--- src/rtl/local_time_step_from_face_radii_defines.svh ---
// Assertion macros used by the local time step top level.
`ifndef LOCAL_TIME_STEP_FROM_FACE_RADII_DEFINES_SVH
`define LOCAL_TIME_STEP_FROM_FACE_RADII_DEFINES_SVH
`ifndef NO_ASSERTIONS
`define LTS_ASSERT(lbl, clk, rstn, prop, msg) \
  lbl: assert property (@(posedge clk) disable iff (!rstn) prop) else $error(msg);
`define LTS_ASSERT_NR(lbl, clk, prop, msg) \
  lbl: assert property (@(posedge clk) prop) else $error(msg);
`else
`define LTS_ASSERT(lbl, clk, rstn, prop, msg)
`define LTS_ASSERT_NR(lbl, clk, prop, msg)
`endif
`endif

--- src/rtl/lts_pkg.sv ---
// Shared types and constants for the local time step block.
package lts_pkg;
  localparam int FracBits   = 16;
  localparam int WeightFrac = 8;
  localparam int SumW       = 48;
  localparam int NumW       = 49;
  localparam int QExtra     = FracBits - WeightFrac;
  localparam int QBits      = NumW + QExtra;
  localparam int QCntW      = $clog2(QBits + 1);

  localparam logic [0:0] RegViscousWeight = 1'b0;
  localparam logic [0:0] RegCflNumber     = 1'b1;

  // cell job handed from the accumulating front to the divider
  typedef struct packed {
    logic [SumW-1:0] sum;
    logic [NumW-1:0] num;
  } cell_job_t;

  typedef enum logic [1:0] {
    DivIdle,
    DivRun,
    DivDone
  } div_state_e;
endpackage

--- src/rtl/local_time_step_from_face_radii.sv ---
// Local time step from face spectral radii: faces stream in at one per cycle and
// are summed with saturation in the front end; on the last face of a cell the sum
// and 2*CFL*volume go through a one-deep queue to a restoring divider that takes
// the job in its idle state, divides at one quotient bit per cycle in its run state
// and holds the result in its done state until it is taken, so it takes no new cell
// before the last result has been taken; a zero sum skips the run state. Face input
// stalls only while a finished cell waits for the divider to free up.
`include "local_time_step_from_face_radii_defines.svh"
module local_time_step_from_face_radii (
  input  logic        clk_i,
  input  logic        rst_ni,
  input  logic        cfg_we_i,
  input  logic [0:0]  cfg_index_i,
  input  logic [15:0] cfg_data_i,
  input  logic        in_valid_i,
  output logic        in_ready_o,
  input  logic [31:0] inviscid_radius_a_i,
  input  logic [31:0] inviscid_radius_b_i,
  input  logic [31:0] viscous_radius_a_i,
  input  logic [31:0] viscous_radius_b_i,
  input  logic        right_differs_i,
  input  logic        left_differs_i,
  input  logic [31:0] cell_volume_i,
  input  logic        last_face_i,
  output logic        out_valid_o,
  input  logic        out_ready_i,
  output logic [31:0] time_step_o,
  output logic        zero_sum_o
);
  logic [15:0]        weight_q, cfl_q;
  logic               job_valid, job_ready;
  lts_pkg::cell_job_t job;

  // configuration registers
  always_ff @(posedge clk_i or negedge rst_ni) begin
    if (!rst_ni) begin
      weight_q <= 16'd1024;
      cfl_q    <= 16'd256;
    end else if (cfg_we_i) begin
      unique case (cfg_index_i)
        lts_pkg::RegViscousWeight: weight_q <= cfg_data_i;
        lts_pkg::RegCflNumber:     cfl_q    <= cfg_data_i;
        default: ;
      endcase
    end
  end

  lts_front u_front (
    .clk_i, .rst_ni,
    .viscous_weight_i (weight_q),
    .cfl_number_i     (cfl_q),
    .in_valid_i, .in_ready_o,
    .inviscid_radius_a_i, .inviscid_radius_b_i,
    .viscous_radius_a_i, .viscous_radius_b_i,
    .right_differs_i, .left_differs_i, .cell_volume_i, .last_face_i,
    .job_valid_o (job_valid),
    .job_ready_i (job_ready),
    .job_o       (job)
  );

  lts_divider u_div (
    .clk_i, .rst_ni,
    .job_valid_i (job_valid),
    .job_ready_o (job_ready),
    .job_i       (job),
    .out_valid_o, .out_ready_i, .time_step_o, .zero_sum_o
  );

  `LTS_ASSERT(a_zero_max, clk_i, rst_ni, out_valid_o && zero_sum_o |-> time_step_o == '1, "zero sum must give max step")
  `LTS_ASSERT(a_out_hold, clk_i, rst_ni, out_valid_o && !out_ready_i |=> out_valid_o && $stable(time_step_o), "result dropped")
  `LTS_ASSERT(a_job_hold, clk_i, rst_ni, job_valid && !job_ready |=> job_valid, "queued cell lost")
endmodule

--- src/rtl/lts_front.sv ---
// Front end: per-face accumulation of weighted spectral radii.
module lts_front (
  input  logic                       clk_i,
  input  logic                       rst_ni,
  input  logic [15:0]                viscous_weight_i,
  input  logic [15:0]                cfl_number_i,
  input  logic                       in_valid_i,
  output logic                       in_ready_o,
  input  logic [31:0]                inviscid_radius_a_i,
  input  logic [31:0]                inviscid_radius_b_i,
  input  logic [31:0]                viscous_radius_a_i,
  input  logic [31:0]                viscous_radius_b_i,
  input  logic                       right_differs_i,
  input  logic                       left_differs_i,
  input  logic [31:0]                cell_volume_i,
  input  logic                       last_face_i,
  output logic                       job_valid_o,
  input  logic                       job_ready_i,
  output lts_pkg::cell_job_t         job_o
);
  // two-stage face pipe: stage 1 registers the weighted side terms
  logic                          s1_valid_q, s1_valid_d;
  logic [40:0]                   s1_term_a_q, s1_term_b_q;
  logic                          s1_last_q;
  logic [lts_pkg::NumW-1:0]      s1_num_q;
  logic [lts_pkg::SumW-1:0]      sum_q, sum_d;
  logic                          job_valid_q, job_valid_d;
  lts_pkg::cell_job_t            job_q, job_d;
  logic [47:0]                   prod_a, prod_b;
  logic [49:0]                   add1, add2;
  logic [lts_pkg::SumW-1:0]      sat1;
  logic [lts_pkg::NumW-1:0]      num_c;
  logic                          s1_go;

  // stage 1 stalls only when a finished cell cannot be queued
  assign s1_go      = !(s1_valid_q && s1_last_q && job_valid_q && !job_ready_i);
  assign in_ready_o = s1_go;
  assign s1_valid_d = s1_go ? in_valid_i : s1_valid_q;

  assign prod_a = 48'(viscous_radius_a_i) * 48'(viscous_weight_i);
  assign prod_b = 48'(viscous_radius_b_i) * 48'(viscous_weight_i);
  assign num_c  = lts_pkg::NumW'({cfl_number_i, 1'b0}) * lts_pkg::NumW'(cell_volume_i);

  // side term needs 41 bits: a 32-bit radius plus a 40-bit weighted radius
  always_ff @(posedge clk_i) begin
    if (s1_go) begin
      s1_term_a_q <= right_differs_i ?
                     41'(inviscid_radius_a_i) + 41'(prod_a[47:lts_pkg::WeightFrac]) : '0;
      s1_term_b_q <= left_differs_i ?
                     41'(inviscid_radius_b_i) + 41'(prod_b[47:lts_pkg::WeightFrac]) : '0;
      s1_last_q   <= last_face_i;
      s1_num_q    <= num_c;
    end
  end

  // saturating accumulation of both sides
  always_comb begin
    add1  = 50'(sum_q) + 50'(s1_term_a_q);
    sat1  = (add1 > 50'({lts_pkg::SumW{1'b1}})) ? '1 : add1[lts_pkg::SumW-1:0];
    add2  = 50'(sat1) + 50'(s1_term_b_q);
    sum_d = sum_q;
    job_valid_d = job_valid_q && !job_ready_i;
    job_d = job_q;
    if (s1_valid_q && s1_go) begin
      sum_d = (add2 > 50'({lts_pkg::SumW{1'b1}})) ? '1 : add2[lts_pkg::SumW-1:0];
      if (s1_last_q) begin
        job_d.sum   = sum_d;
        job_d.num   = s1_num_q;
        job_valid_d = 1'b1;
        sum_d       = '0;
      end
    end
  end

  always_ff @(posedge clk_i or negedge rst_ni) begin
    if (!rst_ni) begin
      s1_valid_q  <= 1'b0;
      sum_q       <= '0;
      job_valid_q <= 1'b0;
    end else begin
      s1_valid_q  <= s1_valid_d;
      sum_q       <= sum_d;
      job_valid_q <= job_valid_d;
    end
  end

  always_ff @(posedge clk_i) begin
    job_q <= job_d;
  end

  assign job_valid_o = job_valid_q;
  assign job_o       = job_q;
endmodule

--- src/rtl/lts_divider.sv ---
// Back end: restoring divider with saturation, plus output register.
module lts_divider (
  input  logic               clk_i,
  input  logic               rst_ni,
  input  logic               job_valid_i,
  output logic               job_ready_o,
  input  lts_pkg::cell_job_t job_i,
  output logic               out_valid_o,
  input  logic               out_ready_i,
  output logic [31:0]        time_step_o,
  output logic               zero_sum_o
);
  lts_pkg::div_state_e            state_q, state_d;
  logic [lts_pkg::QBits-1:0]      dividend_q, dividend_d;
  logic [lts_pkg::SumW:0]         rem_q, rem_d;
  logic [lts_pkg::SumW-1:0]       div_q, div_d;
  logic [lts_pkg::QCntW-1:0]      cnt_q, cnt_d;
  logic [lts_pkg::QBits-1:0]      quo_q, quo_d;
  logic [31:0]                    step_q, step_d;
  logic                           zero_q, zero_d;
  logic [lts_pkg::SumW+1:0]       trial;

  // one quotient bit per cycle, MSB first over the scaled numerator
  always_comb begin
    state_d    = state_q;
    dividend_d = dividend_q;
    rem_d      = rem_q;
    div_d      = div_q;
    cnt_d      = cnt_q;
    quo_d      = quo_q;
    step_d     = step_q;
    zero_d     = zero_q;
    job_ready_o = 1'b0;
    trial = {rem_q, dividend_q[lts_pkg::QBits-1]} - (lts_pkg::SumW+2)'(div_q);
    unique case (state_q)
      lts_pkg::DivIdle: begin
        job_ready_o = 1'b1;
        if (job_valid_i) begin
          if (job_i.sum == '0) begin
            step_d  = '1;
            zero_d  = 1'b1;
            state_d = lts_pkg::DivDone;
          end else begin
            dividend_d = {job_i.num, {lts_pkg::QExtra{1'b0}}};
            rem_d      = '0;
            div_d      = job_i.sum;
            quo_d      = '0;
            cnt_d      = lts_pkg::QCntW'(lts_pkg::QBits);
            zero_d     = 1'b0;
            state_d    = lts_pkg::DivRun;
          end
        end
      end
      lts_pkg::DivRun: begin
        dividend_d = dividend_q << 1;
        if (!trial[lts_pkg::SumW+1]) begin
          rem_d = trial[lts_pkg::SumW:0];
          quo_d = {quo_q[lts_pkg::QBits-2:0], 1'b1};
        end else begin
          rem_d = {rem_q[lts_pkg::SumW-1:0], dividend_q[lts_pkg::QBits-1]};
          quo_d = {quo_q[lts_pkg::QBits-2:0], 1'b0};
        end
        cnt_d = cnt_q - 1'b1;
        if (cnt_q == lts_pkg::QCntW'(1)) begin
          step_d  = (quo_d[lts_pkg::QBits-1:32] != '0) ? '1 : quo_d[31:0];
          state_d = lts_pkg::DivDone;
        end
      end
      lts_pkg::DivDone: begin
        if (out_ready_i) state_d = lts_pkg::DivIdle;
      end
      default: state_d = lts_pkg::DivIdle;
    endcase
  end

  always_ff @(posedge clk_i or negedge rst_ni) begin
    if (!rst_ni) begin
      state_q <= lts_pkg::DivIdle;
      cnt_q   <= '0;
    end else begin
      state_q <= state_d;
      cnt_q   <= cnt_d;
    end
  end

  always_ff @(posedge clk_i) begin
    dividend_q <= dividend_d;
    rem_q      <= rem_d;
    div_q      <= div_d;
    quo_q      <= quo_d;
    step_q     <= step_d;
    zero_q     <= zero_d;
  end

  assign out_valid_o = (state_q == lts_pkg::DivDone);
  assign time_step_o = step_q;
  assign zero_sum_o  = zero_q;
endmodule
--- config.mk ---
export PLATFORM = sky130hd
export DESIGN_NAME = local_time_step_from_face_radii
export DESIGN_NICKNAME = d
export VERILOG_FILES = /design/src/rtl/lts_pkg.sv /design/src/rtl/local_time_step_from_face_radii.sv /design/src/rtl/lts_front.sv /design/src/rtl/lts_divider.sv
export VERILOG_INCLUDE_DIRS = /design/src /design/src/rtl
export SDC_FILE = /design/constraint.sdc
export NUM_CORES = 2
export LEC_CHECK = 0
export ABC_CLOCK_PERIOD_IN_PS = 21800
export BUFFER_PORTS_ARGS = -buffer_cell sky130_fd_sc_hd__buf_2
export CELL_PAD_IN_SITES_DETAIL_PLACEMENT = 1
export CELL_PAD_IN_SITES_GLOBAL_PLACEMENT = 1
export CORE_ASPECT_RATIO = 2
export CORE_MARGIN = 5
export CORE_UTILIZATION = 50
export DETAILED_ROUTE_END_ITERATION = 10
export GPL_TIMING_DRIVEN = 0
export PLACE_DENSITY = 0.84
export SYNTH_ARGS = -nofsm -noshare
export SYNTH_HDL_FRONTEND = slang
export SYNTH_HIERARCHICAL = 1
export SYNTH_SLANG_ARGS = --single-unit
--- constraint.sdc ---
create_clock -name clk_i -period 21.8 [get_ports clk_i]
set_input_delay 1.09 -clock clk_i [delete_from_list [all_inputs] [get_ports clk_i]]
set_output_delay 1.09 -clock clk_i [all_outputs]
set_load 0.005 [all_outputs]
# --- After elaboration in Yosys (flattened, before gate mapping) ---
# Index checks and enable logic that the tools add are counted.
totals:
  in_bits: 185
  elab_cells: 91
  regBits: 560
  output_inout_bits: 35
classes:
  order_cmp: 2
  eq_ne: 8
  bitwise: 2
  mux: 32
  n_mul: 3
  addsub: 6
  reduce_logical: 19
ops:
  columns: ["op", "count"]
  rows:
  - ["57-bit two-way mux", 3]
  - ["49-bit two-way mux", 3]
  - ["48-bit two-way mux", 3]
  - ["32-bit two-way mux", 4]
  - ["57-bit one-hot mux with 2 select lines", 1]
  - ["56-bit two-way mux", 2]
  - ["56-bit one-hot mux with 2 select lines", 1]
  - ["50-bit by 48-bit greater-than comparator with 1-bit output (second input constant)", 2]
  - ["48-bit by 41-bit adder with 49-bit output", 2]
  - ["49-bit one-hot mux with 2 select lines", 1]
  - ["32-bit by 16-bit multiplier with 48-bit output", 2]
  - ["32-bit by 40-bit adder with 41-bit output", 2]
  - ["32-bit one-hot mux with 2 select lines", 1]
  - ["50-bit by 48-bit subtractor with 50-bit output", 1]
  - ["48-bit logical NOT", 1]
  - ["16-bit by 32-bit multiplier with 48-bit output", 1]
  - ["25-bit nonzero test", 1]
  - ["6-bit two-way mux", 2]
  - ["6-bit one-hot mux with 2 select lines", 1]
  - ["3-bit AND reduction", 3]
  - ["2-bit two-way mux", 4]
  - ["2-bit AND reduction", 4]
  - ["6-bit by 1-bit equality test with 1-bit output (second input constant)", 1]
  - ["2-bit by 1-bit != test with 1-bit output (second input constant)", 3]
  - ["other kinds (12)", 23]

# --- Logic depth before layout (Yosys ltp) ---
depth:
  ltp_word: 7
  depth_mapped: 38
  ltp_nobuf: 36

# --- Cells and area by module ---
# The synthesis kept the hierarchy.
modules_own_cells:
  columns: ["module", "instances", "area_each_um2", "cells_each", "seq_area_each_um2"]
  rows:
  - ["lts_front", 1, 64142.8, 7027, 8067.7]
  - ["lts_divider", 1, 12958.7, 1174, 7257.0]
  - ["local_time_step_from_face_radii", 1, 1255.0, 69, 803.3]

# --- Worst setup path after synthesis ---
# Ideal clock, no wire load.
synth_timing:
  path_type: "input to register"
  from: "input viscous_radius_b_i[7]"
  to: "register u_front.s1_term_b_q[37], data pin"
  setup_slack_ps: 12460
  setup_time_ps: 256
  n_path_buf: 1
  t_arrival_ps: 9084
  path_stages: 35
  t_required_ps: 21544
  path_cell_list: "clkbuf_1 > nand2_1 > fa_1 > inv_1 > fa_1 > inv_1 > fa_1 > inv_1 > fa_1 > inv_1 > fa_1 > inv_1 > fa_1 > ha_1 > and3_1 > nand4_1 > nor3_1 > nand3_1 > o21a_1 > a31o_2 > a211oi_1 > or2_2 > a21oi_1 > xnor2_1 > ha_1 > and4_1 > inv_1 > a21oi_1 > or3b_2 > o211ai_1 > a211oi_1 > or3_1 > a211oi_2 > a31oi_1 > a41o_1"
synth_between:
  elab_chain_len: 2
synth_lines:
  columns: ["element", "line", "source"]
  rows:
  - ["start: declaration", "local_time_step_from_face_radii.sv:20", "input logic [31:0] viscous_radius_b_i,"]
  - ["32-bit by 16-bit multiplier with 48-bit output", "lts_front.sv:41", "assign prod_b = 48'(viscous_radius_b_i) * 48'(viscous_weight_i);"]
  - ["32-bit by 40-bit adder with 41-bit output", "lts_front.sv:50", "41'(inviscid_radius_b_i) + 41'(prod_b[47:lts_pkg::WeightFrac]) : '0;"]
  - ["end signal: assignment", "lts_front.sv:49", "s1_term_b_q <= left_differs_i ?"]
  - ["end: declaration", "lts_front.sv:23", "logic [40:0] s1_term_a_q, s1_term_b_q;"]
# No other way between the ends.
# A chain may end at the register's enable or synchronous reset.

# --- Worst setup path after layout ---
layout_timing:
  from: "register weight_q[7]"
  to: "register u_front.s1_term_a_q[39], data pin"
layout_between:
  elab_chain_len: 2
layout_lines:
  columns: ["element", "line", "source"]
  rows:
  - ["start: declaration", "local_time_step_from_face_radii.sv:30", "logic [15:0] weight_q, cfl_q;"]
  - ["start signal: assignment", "local_time_step_from_face_radii.sv:41", "lts_pkg::RegViscousWeight: weight_q <= cfg_data_i;"]
  - ["32-bit by 16-bit multiplier with 48-bit output", "lts_front.sv:40", "assign prod_a = 48'(viscous_radius_a_i) * 48'(viscous_weight_i);"]
  - ["32-bit by 40-bit adder with 41-bit output", "lts_front.sv:48", "41'(inviscid_radius_a_i) + 41'(prod_a[47:lts_pkg::WeightFrac]) : '0;"]
  - ["end signal: assignment", "lts_front.sv:47", "s1_term_a_q <= right_differs_i ?"]
  - ["end: declaration", "lts_front.sv:23", null]
# No other way between the ends.

==> summary.txt <==
Outcome
  • Status: finished with violations
  • Failing checks: max-capacitance violations, max-slew violations

Synth
  • Number of synthesized register bits: 552
  • Leading area contributor after synthesis: fa_1
  • Mux cell area share after synthesis: 1.05%
  • Largest family of logic cells by synthesized area: adder cells
  • YS warnings: 6
  • Synth top area cells: fa_1 32%, edfxtp_1 18%, ha_1 8.8%
  • Post-Syn Nets: 10300
  • EDFF count, synth: 462
  • Synth cell types: 118
  • Cells after synthesis: 8270
  • Main flop type after synthesis: edfxtp_1
  • XOR/XNOR Fraction of Synth Area: 3.24%
  • Post-synth top area share: 32.1%
  • Ys async rst share: 16.3%
  • Post-synthesis compound-gate area fraction: 9.44%
  • Post-Synth Simple-Gate Area: 16.3%
  • Synth Cell Area: 0.0784 mm^2
  • Avg Inst Size Synth: 9.47 um^2
  • Adder-Cell Fraction of Synth Area: 40.9%
  • Sequential fraction of the synthesis area: 20.6%

Timing
  • Max-slew headroom: -2.92%
  • Final-report max-slew violation count: 11
  • RSZ-0062 raised after global routing: false
  • Fin. Hold Viols: 0
  • Fmax: 0.0841 GHz
  • Clk_skew: 0.0568 ns
  • Setup total negative slack: 0 ns
  • Min cycle time layout: 11.89 ns
  • Slew @ Worst Pin: 1.54 ns
  • Final setup vio count: 0
  • Fin crit share: 54.5%

Floorplan
  • Die ar.: 0.165 mm^2
  • Die height: 570 um
  • CORE AREA: 0.156 mm^2
  • Initial Util: 50.2%
  • IO Count: 220
  • DIE WIDTH: 290 um
  • Num rows: 205

Detailed routing
  • Via count: 63700
  • First drt pass iteration count: 7
  • Post-Route WL: 301000 um
  • Wirelength per Cell: 28.1 um
  • First DRT Iteration DRCs: 3766
  • Vias per std cell: 5.96
  • DRC violation count after routing: 0
  • ANT nets after route: 0

GRT
  • Pin count of the biggest net entering global routing: 104
  • Total gr overflow: 0
  • Total GRT Usage: 35.8%
  • Vias in the first global route: 73100
  • First-pass GRT wire length: 445000 um
  • Initial antenna violation count: 27

Clock tree
  • Clk_lat worst skew: 0.67 ns
  • CTS tree: done
  • CTS resizes: 0
  • Setup repair bufs after CTS: 0
  • Max Buffers Root-to-Sink: 3
  • Cts bufs inserted: 56
  • CTS sink cnt: 552
  • CTS Hold Buffers Added: 0
  • Clk root buf: clkbuf_16
  • H-tree levels: 2
  • Clk slew on worst S/H paths: 0.07 ns

Finish
  • Layout cells sized above 1: 5.93%
  • Fin area: 0.0844 mm^2
  • Layout Nets: 10600
  • Synth-to-Final Area Change: 7.70%

Worst hold path
  • Hold Path Class: input pin to async pin

Critical path
  • Kind of critical path: register to register
  • Slowest Stage Delay on Critical Path: 1.11 ns
  • Reg2reg start: weight_q[7]
  • Startpoint Class: register
  • Critical Path Source: weight_q[7]
  • Crit-path slowest cell: clkbuf_1
  • CP max FO: 10
  • Crit. End Element: register
  • CP required: 22.20 ns
  • Crit path top cell by count: fa_1
  • R2R setup slack: 9.91 ns
  • Crit path DAT: 12.29 ns

Place
  • GPL Wtd Cong: 1.04
  • Count of input and output buffers: 219
  • DPL Wire Length: 254000 um
  • Placed cell areas: 0.0823 mm^2

Run
  • Max-cap violations: 1
[cell usage after synthesis, drive strengths merged (9+ instances only)]
| master | number |
|---|---|
| nor3 | 68 |
| clkbuf | 342 |
| o22ai | 15 |
| o31ai | 19 |
| a211o | 16 |
| a22o | 48 |
| o21bai | 52 |
| mux2i | 39 |
| nor2b | 37 |
| nor2 | 257 |
| or3 | 49 |
| and3 | 27 |
| o21a | 43 |
| inv | 1322 |
| dfrtp | 88 |
| nand4 | 67 |
| xor2 | 116 |
| a211oi | 54 |
| edfxtp | 462 |
| and2 | 497 |
| and4 | 19 |
| fa | 1257 |
| nand2 | 1508 |
| a221oi | 9 |
| a31o | 14 |
| buf | 39 |
| or2 | 30 |
| o211ai | 29 |
| a31oi | 26 |
| nand3b | 9 |
| nand3 | 65 |
| nand2b | 41 |
| a21boi | 13 |
| a22oi | 12 |
| o21ai | 198 |
| nor4 | 32 |
| a21oi | 323 |
| xnor2 | 174 |
| nor3b | 10 |
| mux2 | 35 |
| a21o | 144 |
| ha | 553 |
[per-stage QoR]
stage	util, %	std cells	setup slack (ns)	hold WS (ns)
after floorplan	-	8270	12.46	0.400
after global placement	52.6	10600	10.09	0.401
after detailed placement	52.8	10600	10.18	0.406
after CTS	54.1	10700	10.11	0.340
after global routing	54.1	10700	9.65	0.380
final	54.1	10700	9.91	0.367
[critical path, delay by kind of cell (launching register included)]
family / cells / cell delay [ns]
AO/OA/AOI/OAI: 12 / 3.21
adder cells (fa/ha/maj): 8 / 3.80
flip-flops: 1 / 0.34
AND/OR/NAND/NOR: 6 / 1.26
XOR/XNOR: 2 / 0.50
buffers and inverters: 6 / 2.50
[cell usage in the layout (no fill, tap or decap), types with 63 or more instances in the layout]
master | Yosys | layout
nor2_1 | 255 | 254
nand4_1 | 65 | 65
inv_1 | 1322 | 1320
edfxtp_1 | 462 | 462
xnor2_1 | 174 | 174
clkbuf_1 | 333 | 341
a21o_1 | 144 | 144
nand2_1 | 1507 | 1507
xor2_1 | 116 | 116
nor3_1 | 67 | 66
o21ai_0 | 177 | 177
ha_1 | 553 | 553
fa_1 | 1257 | 1257
and2_1 | 495 | 495
buf_2 | 17 | 235
nand3_1 | 64 | 63
dfrtp_1 | 88 | 88
a21oi_1 | 316 | 316
[flip-flops by register name, indices dropped and copies added, names as in the netlist]
| register | flops |
|---|---|
| u_div/div_q | 48 |
| u_front/s1_last_q | 1 |
| u_front/job_valid_o | 1 |
| u_front/s1_num_q | 48 |
| u_front/s1_term_b_q | 41 |
| u_div/state_q | 2 |
| u_div/dividend_q | 49 |
| u_front/job_o | 96 |
| u_div/time_step_o | 32 |
| u_div/quo_q | 56 |
| u_front/sum_q | 48 |
| u_front/s1_term_a_q | 41 |
| u_front/s1_valid_q | 1 |
| weight_q | 16 |
| u_div/rem_q | 49 |
| u_div/cnt_q | 6 |
| u_div/zero_sum_o | 1 |
| cfl_q | 16 |
[path summary, 6_finish.rpt]
kind | end | cells past startpoint
min in group clk_i | u_front/job_o[47] | 0
worst max register to register | u_front/s1_term_a_q[39] | 34
worst max-delay path | u_front/s1_term_a_q[39] | 34
worst min register to register | u_front/job_o[47] | 0
max in group asynchronous | weight_q[10] | 2
worst min-delay path | u_div/state_q[0] | 1
[metal layers]
metal	GRT usage [%]	vias to the layer above	part of all wire (%)
li1	-	27000	-
met1	33.5	32800	31
met2	66.0	2556	52
met3	4.79	1348	4.7
met4	33.9	4	12
met5	0	-	0.0073
[area by class of cell]
class,instances,area [um^2]
fillers,18000,71600
multi-input cells,6014,55600
flip-flops and latches,552,16100
inverters,1323,4970
well taps,2070,2590
plain buffers,381,1670
clock buffers,76,1600
repair buffers,230,1320
clock inverters,30,442
diodes,17,42.5
[logic make-up after synthesis]
group,Yosys count
simple gates,2734
other cells,1
fa+ha+maj,1810
mux,74
buf+inv,1704
xor+xnor,290
compound gates,1105
flops,552
Power is not shown: default switching activity piles up to over one toggle a cycle in this logic, so the estimate is an artifact.
